**config.mk**
```make
export PLATFORM = sky130hd
export DESIGN_NAME = prng_memory_pattern_tester_unit
export DESIGN_NICKNAME = d
export VERILOG_FILES = /design/src/rtl/pmpt_pkg.sv /design/src/rtl/pmpt_engine.sv /design/src/rtl/prng_memory_pattern_tester_unit.sv
export SDC_FILE = /design/constraint.sdc
export NUM_CORES = 1
export LEC_CHECK = 0
export ABC_AREA = 1
export BUFFER_PORTS_ARGS = -buffer_cell sky130_fd_sc_hd__buf_2
export CAP_MARGIN = 20
export CORE_ASPECT_RATIO = 1.2
export CORE_UTILIZATION = 60
export DETAILED_ROUTE_END_ITERATION = 8
export GPL_TIMING_DRIVEN = 0
export PLACE_DENSITY = 0.79
export SLEW_MARGIN = 20
export SYNTH_ARGS = -nofsm -noshare
export SYNTH_HDL_FRONTEND = slang
export SYNTH_SLANG_ARGS = --single-unit
```
**constraint.sdc**
```tcl
create_clock -name clk -period 3.05 [get_ports clk]
set_input_delay 0.4575 -clock clk [delete_from_list [all_inputs] [get_ports clk]]
set_output_delay 0.4575 -clock clk [all_outputs]
set_load 0.02 [all_outputs]
```
**src/rtl/pmpt_pkg.sv**
```systemverilog
`default_nettype none
// ----------------------------------------------------------------------------
// pmpt_pkg
// Types and constants shared by the xorshift128 memory pattern tester.
// ----------------------------------------------------------------------------
package pmpt_pkg;

	localparam int unsigned WORD_W   = 32;
	localparam int unsigned COUNT_W  = 16;
	localparam int unsigned SEEDS    = 4;
	localparam int unsigned SHIFT_A  = 11;
	localparam int unsigned SHIFT_B  = 8;
	localparam int unsigned SHIFT_C  = 19;
	localparam int unsigned REG_IDX_W = 2;

	typedef enum logic {
		ACT_GENERATE = 1'b0,
		ACT_CHECK    = 1'b1
	} action_t;

	typedef enum logic [REG_IDX_W-1:0] {
		REG_SEED0 = 2'd0,
		REG_SEED1 = 2'd1,
		REG_SEED2 = 2'd2,
		REG_SEED3 = 2'd3
	} reg_idx_t;

	typedef logic [SEEDS-1:0][WORD_W-1:0] word_set_t;

	typedef struct packed {
		action_t           action;
		logic              restart;
		logic              first_in_block;
		logic [WORD_W-1:0] mem_word;
	} item_t;

	typedef struct packed {
		logic [WORD_W-1:0]  pattern_or_diff;
		logic               word_error;
		logic               block_error;
		logic [COUNT_W-1:0] block_count;
	} result_t;

endpackage : pmpt_pkg
`default_nettype wire

```
**src/rtl/pmpt_engine.sv**
```systemverilog
`default_nettype none
// ----------------------------------------------------------------------------
// pmpt_engine
// Generator state, sticky block error and block counter; one xorshift128
// step per item, result computed combinationally from the current state.
// ----------------------------------------------------------------------------
module pmpt_engine
	import pmpt_pkg::*;
(
	input  wire logic      clk,
	input  wire logic      arst_n,
	input  wire logic      step,
	input  wire item_t     item,
	input  wire word_set_t seed,
	output result_t        result
);

	word_set_t          gen_q;
	logic               sticky_q;
	logic [COUNT_W-1:0] count_q;

	word_set_t          base;
	word_set_t          gen_next;
	logic [WORD_W-1:0]  t_a;
	logic [WORD_W-1:0]  t_b;
	logic [WORD_W-1:0]  word;
	logic [WORD_W-1:0]  diff;
	logic               check;
	logic               werr;
	logic               sticky_next;
	logic [COUNT_W-1:0] count_base;
	logic [COUNT_W-1:0] count_next;

	always_comb begin
		check = (item.action == ACT_CHECK);
		base  = item.restart ? seed : gen_q;
		t_a   = base[3] ^ (base[3] << SHIFT_A);
		t_b   = t_a ^ (t_a >> SHIFT_B);
		word  = t_b ^ base[0] ^ (base[0] >> SHIFT_C);
		gen_next = {base[2], base[1], base[0], word};
		diff  = check ? (word ^ item.mem_word) : word;
		werr  = check && (diff != '0);
		count_base  = (item.restart && check) ? '0 : count_q;
		count_next  = count_base;
		sticky_next = sticky_q;
		if (check && item.first_in_block) begin
			count_next  = count_base + COUNT_W'(1);
			sticky_next = 1'b0;
		end
		sticky_next = sticky_next | werr;
		result.pattern_or_diff = diff;
		result.word_error      = werr;
		result.block_error     = sticky_next;
		result.block_count     = count_next;
	end

	always_ff @(posedge clk or negedge arst_n) begin
		if (!arst_n) begin
			gen_q    <= '0;
			sticky_q <= 1'b0;
			count_q  <= '0;
		end else if (step) begin
			gen_q    <= gen_next;
			sticky_q <= sticky_next;
			count_q  <= count_next;
		end
	end

endmodule : pmpt_engine
`default_nettype wire

```
**src/rtl/prng_memory_pattern_tester_unit.sv**
```systemverilog
`default_nettype none
// ----------------------------------------------------------------------------
// prng_memory_pattern_tester_unit
// xorshift128 memory pattern generator and read-back checker.
// ----------------------------------------------------------------------------
// channel  dir  handshake            payload
// s_*      in   s_tvalid/s_tready    tdata mem_word; tuser action,restart,first
// m_*      out  m_tvalid/m_tready    tdata pattern_or_diff,block_count; tuser errs
// cfg_*    in   cfg_valid/cfg_ready  cfg_index seed register, cfg_data value
//
// One request per cycle unless the output stalls; each request passes the input
// register, then the result register; the generator step is a few XORs in between.
// Reset clears seeds, generator state, block error and block counter.
// A stalled output holds its result; input is still taken while a stage frees.
// ----------------------------------------------------------------------------
module prng_memory_pattern_tester_unit
	import pmpt_pkg::*;
(
	input  wire logic                 clk,
	input  wire logic                 arst_n,
	input  wire logic                 s_tvalid,
	output logic                      s_tready,
	input  wire logic [WORD_W-1:0]    s_tdata,   // [31:0] mem_word
	input  wire logic [2:0]           s_tuser,   // [0] action, [1] restart, [2] first_in_block
	output logic                      m_tvalid,
	input  wire logic                 m_tready,
	output logic [47:0]               m_tdata,   // [31:0] pattern_or_diff, [47:32] block_count
	output logic [1:0]                m_tuser,   // [0] word_error, [1] block_error
	input  wire logic                 cfg_valid,
	output logic                      cfg_ready,
	input  wire logic [REG_IDX_W-1:0] cfg_index,
	input  wire logic [WORD_W-1:0]    cfg_data
);

	word_set_t seed_q;
	item_t     in_s1;
	logic      vld_s1;
	result_t   out_s2;
	logic      vld_s2;
	item_t     in_item;
	result_t   res;
	logic      advance;

	assign cfg_ready = 1'b1;

	always_ff @(posedge clk or negedge arst_n) begin
		if (!arst_n) begin
			seed_q <= '0;
		end else if (cfg_valid && cfg_ready) begin
			unique case (reg_idx_t'(cfg_index))
				REG_SEED0: seed_q[0] <= cfg_data;
				REG_SEED1: seed_q[1] <= cfg_data;
				REG_SEED2: seed_q[2] <= cfg_data;
				REG_SEED3: seed_q[3] <= cfg_data;
				default:   seed_q    <= seed_q;
			endcase
		end
	end

	always_comb begin
		in_item.action         = action_t'(s_tuser[0]);
		in_item.restart        = s_tuser[1];
		in_item.first_in_block = s_tuser[2];
		in_item.mem_word       = s_tdata;
	end

	assign advance  = vld_s1 && (!vld_s2 || m_tready);
	assign s_tready = !vld_s1 || advance;

	always_ff @(posedge clk or negedge arst_n) begin
		if (!arst_n) begin
			vld_s1 <= 1'b0;
		end else if (s_tready) begin
			vld_s1 <= s_tvalid;
		end
	end

	always_ff @(posedge clk) begin
		if (s_tvalid && s_tready) begin
			in_s1 <= in_item;
		end
	end

	pmpt_engine u_engine (
		.clk    (clk),
		.arst_n (arst_n),
		.step   (advance),
		.item   (in_s1),
		.seed   (seed_q),
		.result (res)
	);

	always_ff @(posedge clk or negedge arst_n) begin
		if (!arst_n) begin
			vld_s2 <= 1'b0;
		end else if (!vld_s2 || m_tready) begin
			vld_s2 <= vld_s1;
		end
	end

	always_ff @(posedge clk) begin
		if (advance) begin
			out_s2 <= res;
		end
	end

	assign m_tvalid = vld_s2;
	assign m_tdata  = {out_s2.block_count, out_s2.pattern_or_diff};
	assign m_tuser  = {out_s2.block_error, out_s2.word_error};

	a_advance_fills_output: assert property (@(posedge clk) disable iff (!arst_n)
		advance |=> m_tvalid)
		else $error("result register not loaded after advance");

	a_word_err_sticky: assert property (@(posedge clk) disable iff (!arst_n)
		(m_tvalid && m_tuser[0]) |-> m_tuser[1])
		else $error("word error without block error");

	a_accept_loads_s1: assert property (@(posedge clk) disable iff (!arst_n)
		(s_tvalid && s_tready) |=> vld_s1)
		else $error("accepted request not held in input stage");

	a_restart_check_count: assert property (@(posedge clk) disable iff (!arst_n)
		(advance && in_s1.restart && (in_s1.action == ACT_CHECK)) |=>
		(out_s2.block_count == {{(COUNT_W-1){1'b0}}, $past(in_s1.first_in_block)}))
		else $error("block counter not cleared on check restart");

endmodule : prng_memory_pattern_tester_unit
`default_nettype wire
```
# == Yosys cells after proc, flatten, opt, wreduce, memory -nomap -nowiden ==
# Cells that the tools add are included.
# word_totals
ff_bits,360
output_inout_bits,53
# op_classes
n_eq_ne,3
add_sub_neg,1
mux,5
reduce_logical,15
bitwise_logic,6
# op_table
op,n
$mux W128,1
$xor A32 B32 Y32,3
$mux W16,2
$mux W32,1
$reduce_bool A32 Y1,1
$xor A32 B13 Y32,1
$xor A32 B24 Y32,1
$add A16 B1 Y16 const B,1
$reduce_and A2 Y1,4
$logic_and A1 B1 Y1,5
$eq A2 B2 Y1 const B,2
$eq A2 B1 Y1 const B,1
$logic_not A1 Y1,2
$logic_not A2 Y1,1
$logic_or A1 B1 Y1,2
$mux W1,1
$or A1 B1 Y1,1

# == Depth between registers and ports, before layout ==
# logic_depth
word_depth,10
ltp_mapped,22
depth_no_buf,20

# == Cells and area by module ==
# A second synthesis with hierarchy kept.
# unflattened
hier_cells,2351
hier_area_um2,18113.6
# modules_own_cells
module,instances,cells_each,seq_area_each_um2,area_each_um2
pmpt_engine,1,1684,3628.5,10274.9
prng_memory_pattern_tester_unit,1,667,5805.6,7838.8

# == Worst setup path after synthesis ==
# OpenSTA, ideal clock, no wires.
# synth_timing
path_type,register to register
from,register in_s1[33] (netlist name)
to,register out_s2 (netlist bit m_tdata[46]) (data pin)
arrival_time_ns,2.091
period_less_slack_ns,2.354
required_ns,2.787
slack_ns,0.696
setup_time_ns,0.263
n_path_buf,2
path_stages_with_launch,17
cell_sequence,edfxtp_1 -> buf_6 -> buf_6 -> nand2_4 -> inv_2 -> nor2_1 -> ha_1 -> nand2_1 -> nor3_2 -> nand2_1 -> nor2_2 -> nand4_1 -> nor2_1 -> nand2_1 -> nor2_2 -> nand3_1 -> xor2_1
# synth_rtl
element,line_no,text
from (decl),prng_memory_pattern_tester_unit.sv:36,item_t in_s1;
from (signal assigned),prng_memory_pattern_tester_unit.sv:80,in_s1 <= in_item;
to (signal assigned),prng_memory_pattern_tester_unit.sv:103,out_s2 <= res;
to (decl),prng_memory_pattern_tester_unit.sv:38,result_t out_s2;

# == Worst setup path after layout ==
# layout_timing
from,"register vld_s2, in the netlist m_tvalid"
to,register u_engine.gen_q[44] (netlist name)
# layout_via
elab_chain_cells,3
# layout_lines
element,line_no,text
from (decl),prng_memory_pattern_tester_unit.sv:39,logic vld_s2;
from (signal assigned),prng_memory_pattern_tester_unit.sv:97,vld_s2 <= vld_s1;
$logic_not A1 Y1,prng_memory_pattern_tester_unit.sv:67,assign advance = vld_s1 && (!vld_s2 || m_tready);
$logic_or A1 B1 Y1,prng_memory_pattern_tester_unit.sv:67,
$logic_and A1 B1 Y1,prng_memory_pattern_tester_unit.sv:67,
to (signal assigned),pmpt_engine.sv:63,gen_q <= gen_next;
to (decl),pmpt_engine.sv:18,word_set_t gen_q;
# No other way between the ends.
# A chain may end at the register's enable or synchronous reset.

==> key figures <==
Run status
  – Status: finished, violations left
  – Failing checks: design-rule violations

Synthesis
  – Synth top area share: 0.394
  – Cell variety after synth: 32
  – Post-Syn Area: 0.0175 mm²
  – Top cells by area, synth: dfrtp_1, nand2_1, edfxtp_1
  – Synthesized flop and latch total: 360
  – Yosys top cell by area: dfrtp_1
  – Syn Area/Cell: 7.80 µm²
  – Mapped Cells: 2241
  – Post-synthesis sequential area ratio: 0.540
  – Syn nets: 2316
  – Warnings from Yosys: 0

Worst setup path
  – R2R Path Start: m_tvalid
  – CP Capture Type: flop
  – Worst setup path endpoint: u_engine.gen_q[44]
  – CP Data Arrival Time: 3470 ps
  – CP required: 3510 ps
  – Flop2flop setup slack: 40 ps
  – Reg-to-Reg End: u_engine.gen_q[44]
  – R2R cell count: 7
  – Critical Path Start Type: flop
  – Max Fanout on Critical Path: 10
  – Critical path type: reg2reg
  – Worst setup path start: m_tvalid

Pwr
  – PD cells: 848 mW/mm²
  – Lkg Pwr: 10.2 nW
  – Switching share of power: 0.375
  – VDD IR-drop max: 650 µV
  – Sequential fraction of design power: 0.412
  – Internal power: 0.0106 W
  – Clk pwr share: 0.282
  – Comb pwr share: 0.306
  – P_sw: 0.00635 W

Finish
  – NumNets Final: 2483
  – Share of cells above drive strength 1: 0.0962
  – Syn-to-layout area delta: 14.3%
  – FILL cells: 2345
  – Seq. cell area: 0.00943 mm²
  – Non-filler instance count after layout: 2818
  – Most frequent cells in the layout: nand2_1, dfrtp_1, inv_1
  – Area occupied by multi-input gates: 0.00667 mm²
  – Most common cell after layout, fill and taps aside: nand2_1
  – ANT cells: 0

CTS
  – CTS tree: done
  – Worst-path clk slew: 60 ps
  – Clk buf depth: 3
  – Setup Buffers After CTS: 0
  – CTS root buf: clkbuf_16
  – Clk Latency, worst-skew pair: 550 ps
  – Num CTS Buffers: 36
  – CTS sink cnt: 360
  – H-tree Lvls: 2

GRT
  – Global-route usage over all layers: 0.410
  – Largest net degree at the start of global routing: 97
  – Vias in the first global route: 15061
  – Initial antenna violation count: 0
  – Total congestion overflow: 0
  – First-pass GRT wire length: 88400 µm

Timing
  – RSZ-0062 raised after global routing: no
  – Fmax: 333 MHz
  – Min Tclk post-route: 3010 ps
  – Final setup viols: 0
  – Slew at the pin closest to its max-slew limit: 1060 ps
  – Final Skew: 17.4 ps
  – Max-slew headroom: 0.290
  – Slew Limit Fails: 0
  – Fin Hold WS: 93.0 ps
  – Hold Fails Final Rpt: 0
  – Final period utilization: 0.986

Floorplan
  – Ports: 127
  – Core Rows: 68
  – Initial core utilization: 0.609
  – Horiz. Die Dim: 158 µm
  – Height of the chip: 189 µm
  – Core ar.: 0.0287 mm²
  – Die area: 0.0298 mm²

Route
  – Met2 WL: 28000 µm
  – 1st-iter DRT viols: 1567
  – Routed metal-1 wirelength: 22800 µm
  – DRC viols: 1
  – DR vias: 16061
  – DR WL met3: 5380 µm
  – Post-DRT Antenna Nets: 0
  – Top routing layer in use: met4
  – Detailed Routing Iterations Pass 1: 8
  – Total Wirelength: 59600 µm
  – Vias per inst: 5.70
  – WL/cell: 21.2 µm

Job
  – Max Cap Viol: 0

Place
  – DP HPWL: 45500 µm
  – Dpl cells: 2754
  – Placer Congestion: 1.02
  – I/O Buffers: 125

Min path
  – Class of the tightest hold or removal check: in2reg
  – Hold path depth: 1
## stage by stage
| stage | setup TNS (ps) | worst slack [ps] | area, µm² | util | total power, W |
|---|---|---|---|---|---|
| finish | 0 | 43.9 | 20000 | 0.696 | 0.0169 |
| global route | 0 | 10.8 | 20000 | 0.696 | 0.0177 |
| CTS | 0 | 129 | 19900 | 0.695 | 0.0167 |
| detailed placement | 0 | 47.8 | 18700 | 0.651 | 0.0120 |
| global placement | -982670 | -3550 | 18600 | 0.648 | 0.0118 |
| floorplan | 0 | 696 | 17500 | - | 0.0101 |
## cells by family after synthesis
logic type | Yosys count | synth area share
adders and majority gates | 1 | 0.000716
xor gates and xnor gates | 12 | 0.00601
other | 1 | 0.000215
AOI/OAI and AO/OA | 333 | 0.104
DFF | 360 | 0.540
and+or+nand+nor | 1199 | 0.270
buffers and inverters | 335 | 0.0792
## worst max-delay path: stages, from the launching register on
cell,delay [ps]
dfrtp_1,390
nand2_1,90
nand2_1,270
inv_1,270
buf_1,820
clkbuf_1,730
nand2_1,230
o21ai_0,130
## area by class of cell
type,instances,share of cell area
clock inverter,10,0.0109
multi-input combinational,1546,0.334
clock buffer,53,0.0518
tap,385,0.0241
sequential,360,0.472
buffer,98,0.0252
inverter,237,0.0448
timing repair buffer,129,0.0365
## power groups by stage
stage / Combinational, W / Sequential (W) / Clock, W
after floorplan: 0.00310 / 0.00697 / 0
after global placement: 0.00484 / 0.00697 / 0
after detailed placement: 0.00500 / 0.00700 / 0
after CTS: 0.00504 / 0.00695 / 0.00476
after global routing: 0.00570 / 0.00708 / 0.00493
final: 0.00518 / 0.00698 / 0.00477
## worst min path at each step
stage / startpoint / to / slack (ps)
4_1_cts: s_tdata[25] / in_s1[25] / 90
3_5_place_dp: arst_n / u_engine.count_q[5] / 440
2_1_floorplan: arst_n / m_tvalid / 160
6_report: s_tdata[9] / in_s1[9] / 90
3_3_place_gp: u_engine.count_q[15] / u_engine.count_q[15] / 460
5_1_grt: s_tdata[5] / in_s1[5] / 90
## timing repair
item / 4_1_cts / 5_1_grt
setup endpoints to repair: 0 / 53
hold endpoints to repair: 63 / 0
hold buffers: 1 / 0
gates resized for setup: 0 / 13
## cell usage after synthesis
cell,n
nor2_2,4
inv_2,2
nand4_1,2
a31oi_1,49
o211ai_1,33
buf_2,9
buf_1,7
buf_4,8
nor4_2,1
xnor2_1,1
nand3b_1,4
o21ai_2,3
or2_1,4
conb_1,1
xor2_1,11
edfxtp_1,85
nand2_4,1
nand3_1,101
or2_2,1
inv_4,1
o21ai_0,228
nor3_2,1
inv_1,234
nor2_1,87
nand2_2,5
buf_6,11
dfrtp_1,275
ha_1,1
o21ai_1,20
clkbuf_1,63
or2_0,3
nand2_1,985
## metal layers
layer,up-vias,GRT usage
met3,152,0.0735
li1,7439,-
met1,7611,0.525
met5,-,0
met4,0,0.231
met2,859,0.657
## registers in the layout (all words and copies together) (netlist names)
register and cells:
u_engine.count_q 16, u_engine.sticky_q 1, m_tvalid 1, in_s1 35
vld_s1 1, m_tdata 48, seed_q 128, u_engine.gen_q 128
m_tuser 2
Power figures use the tool's default switching activity.
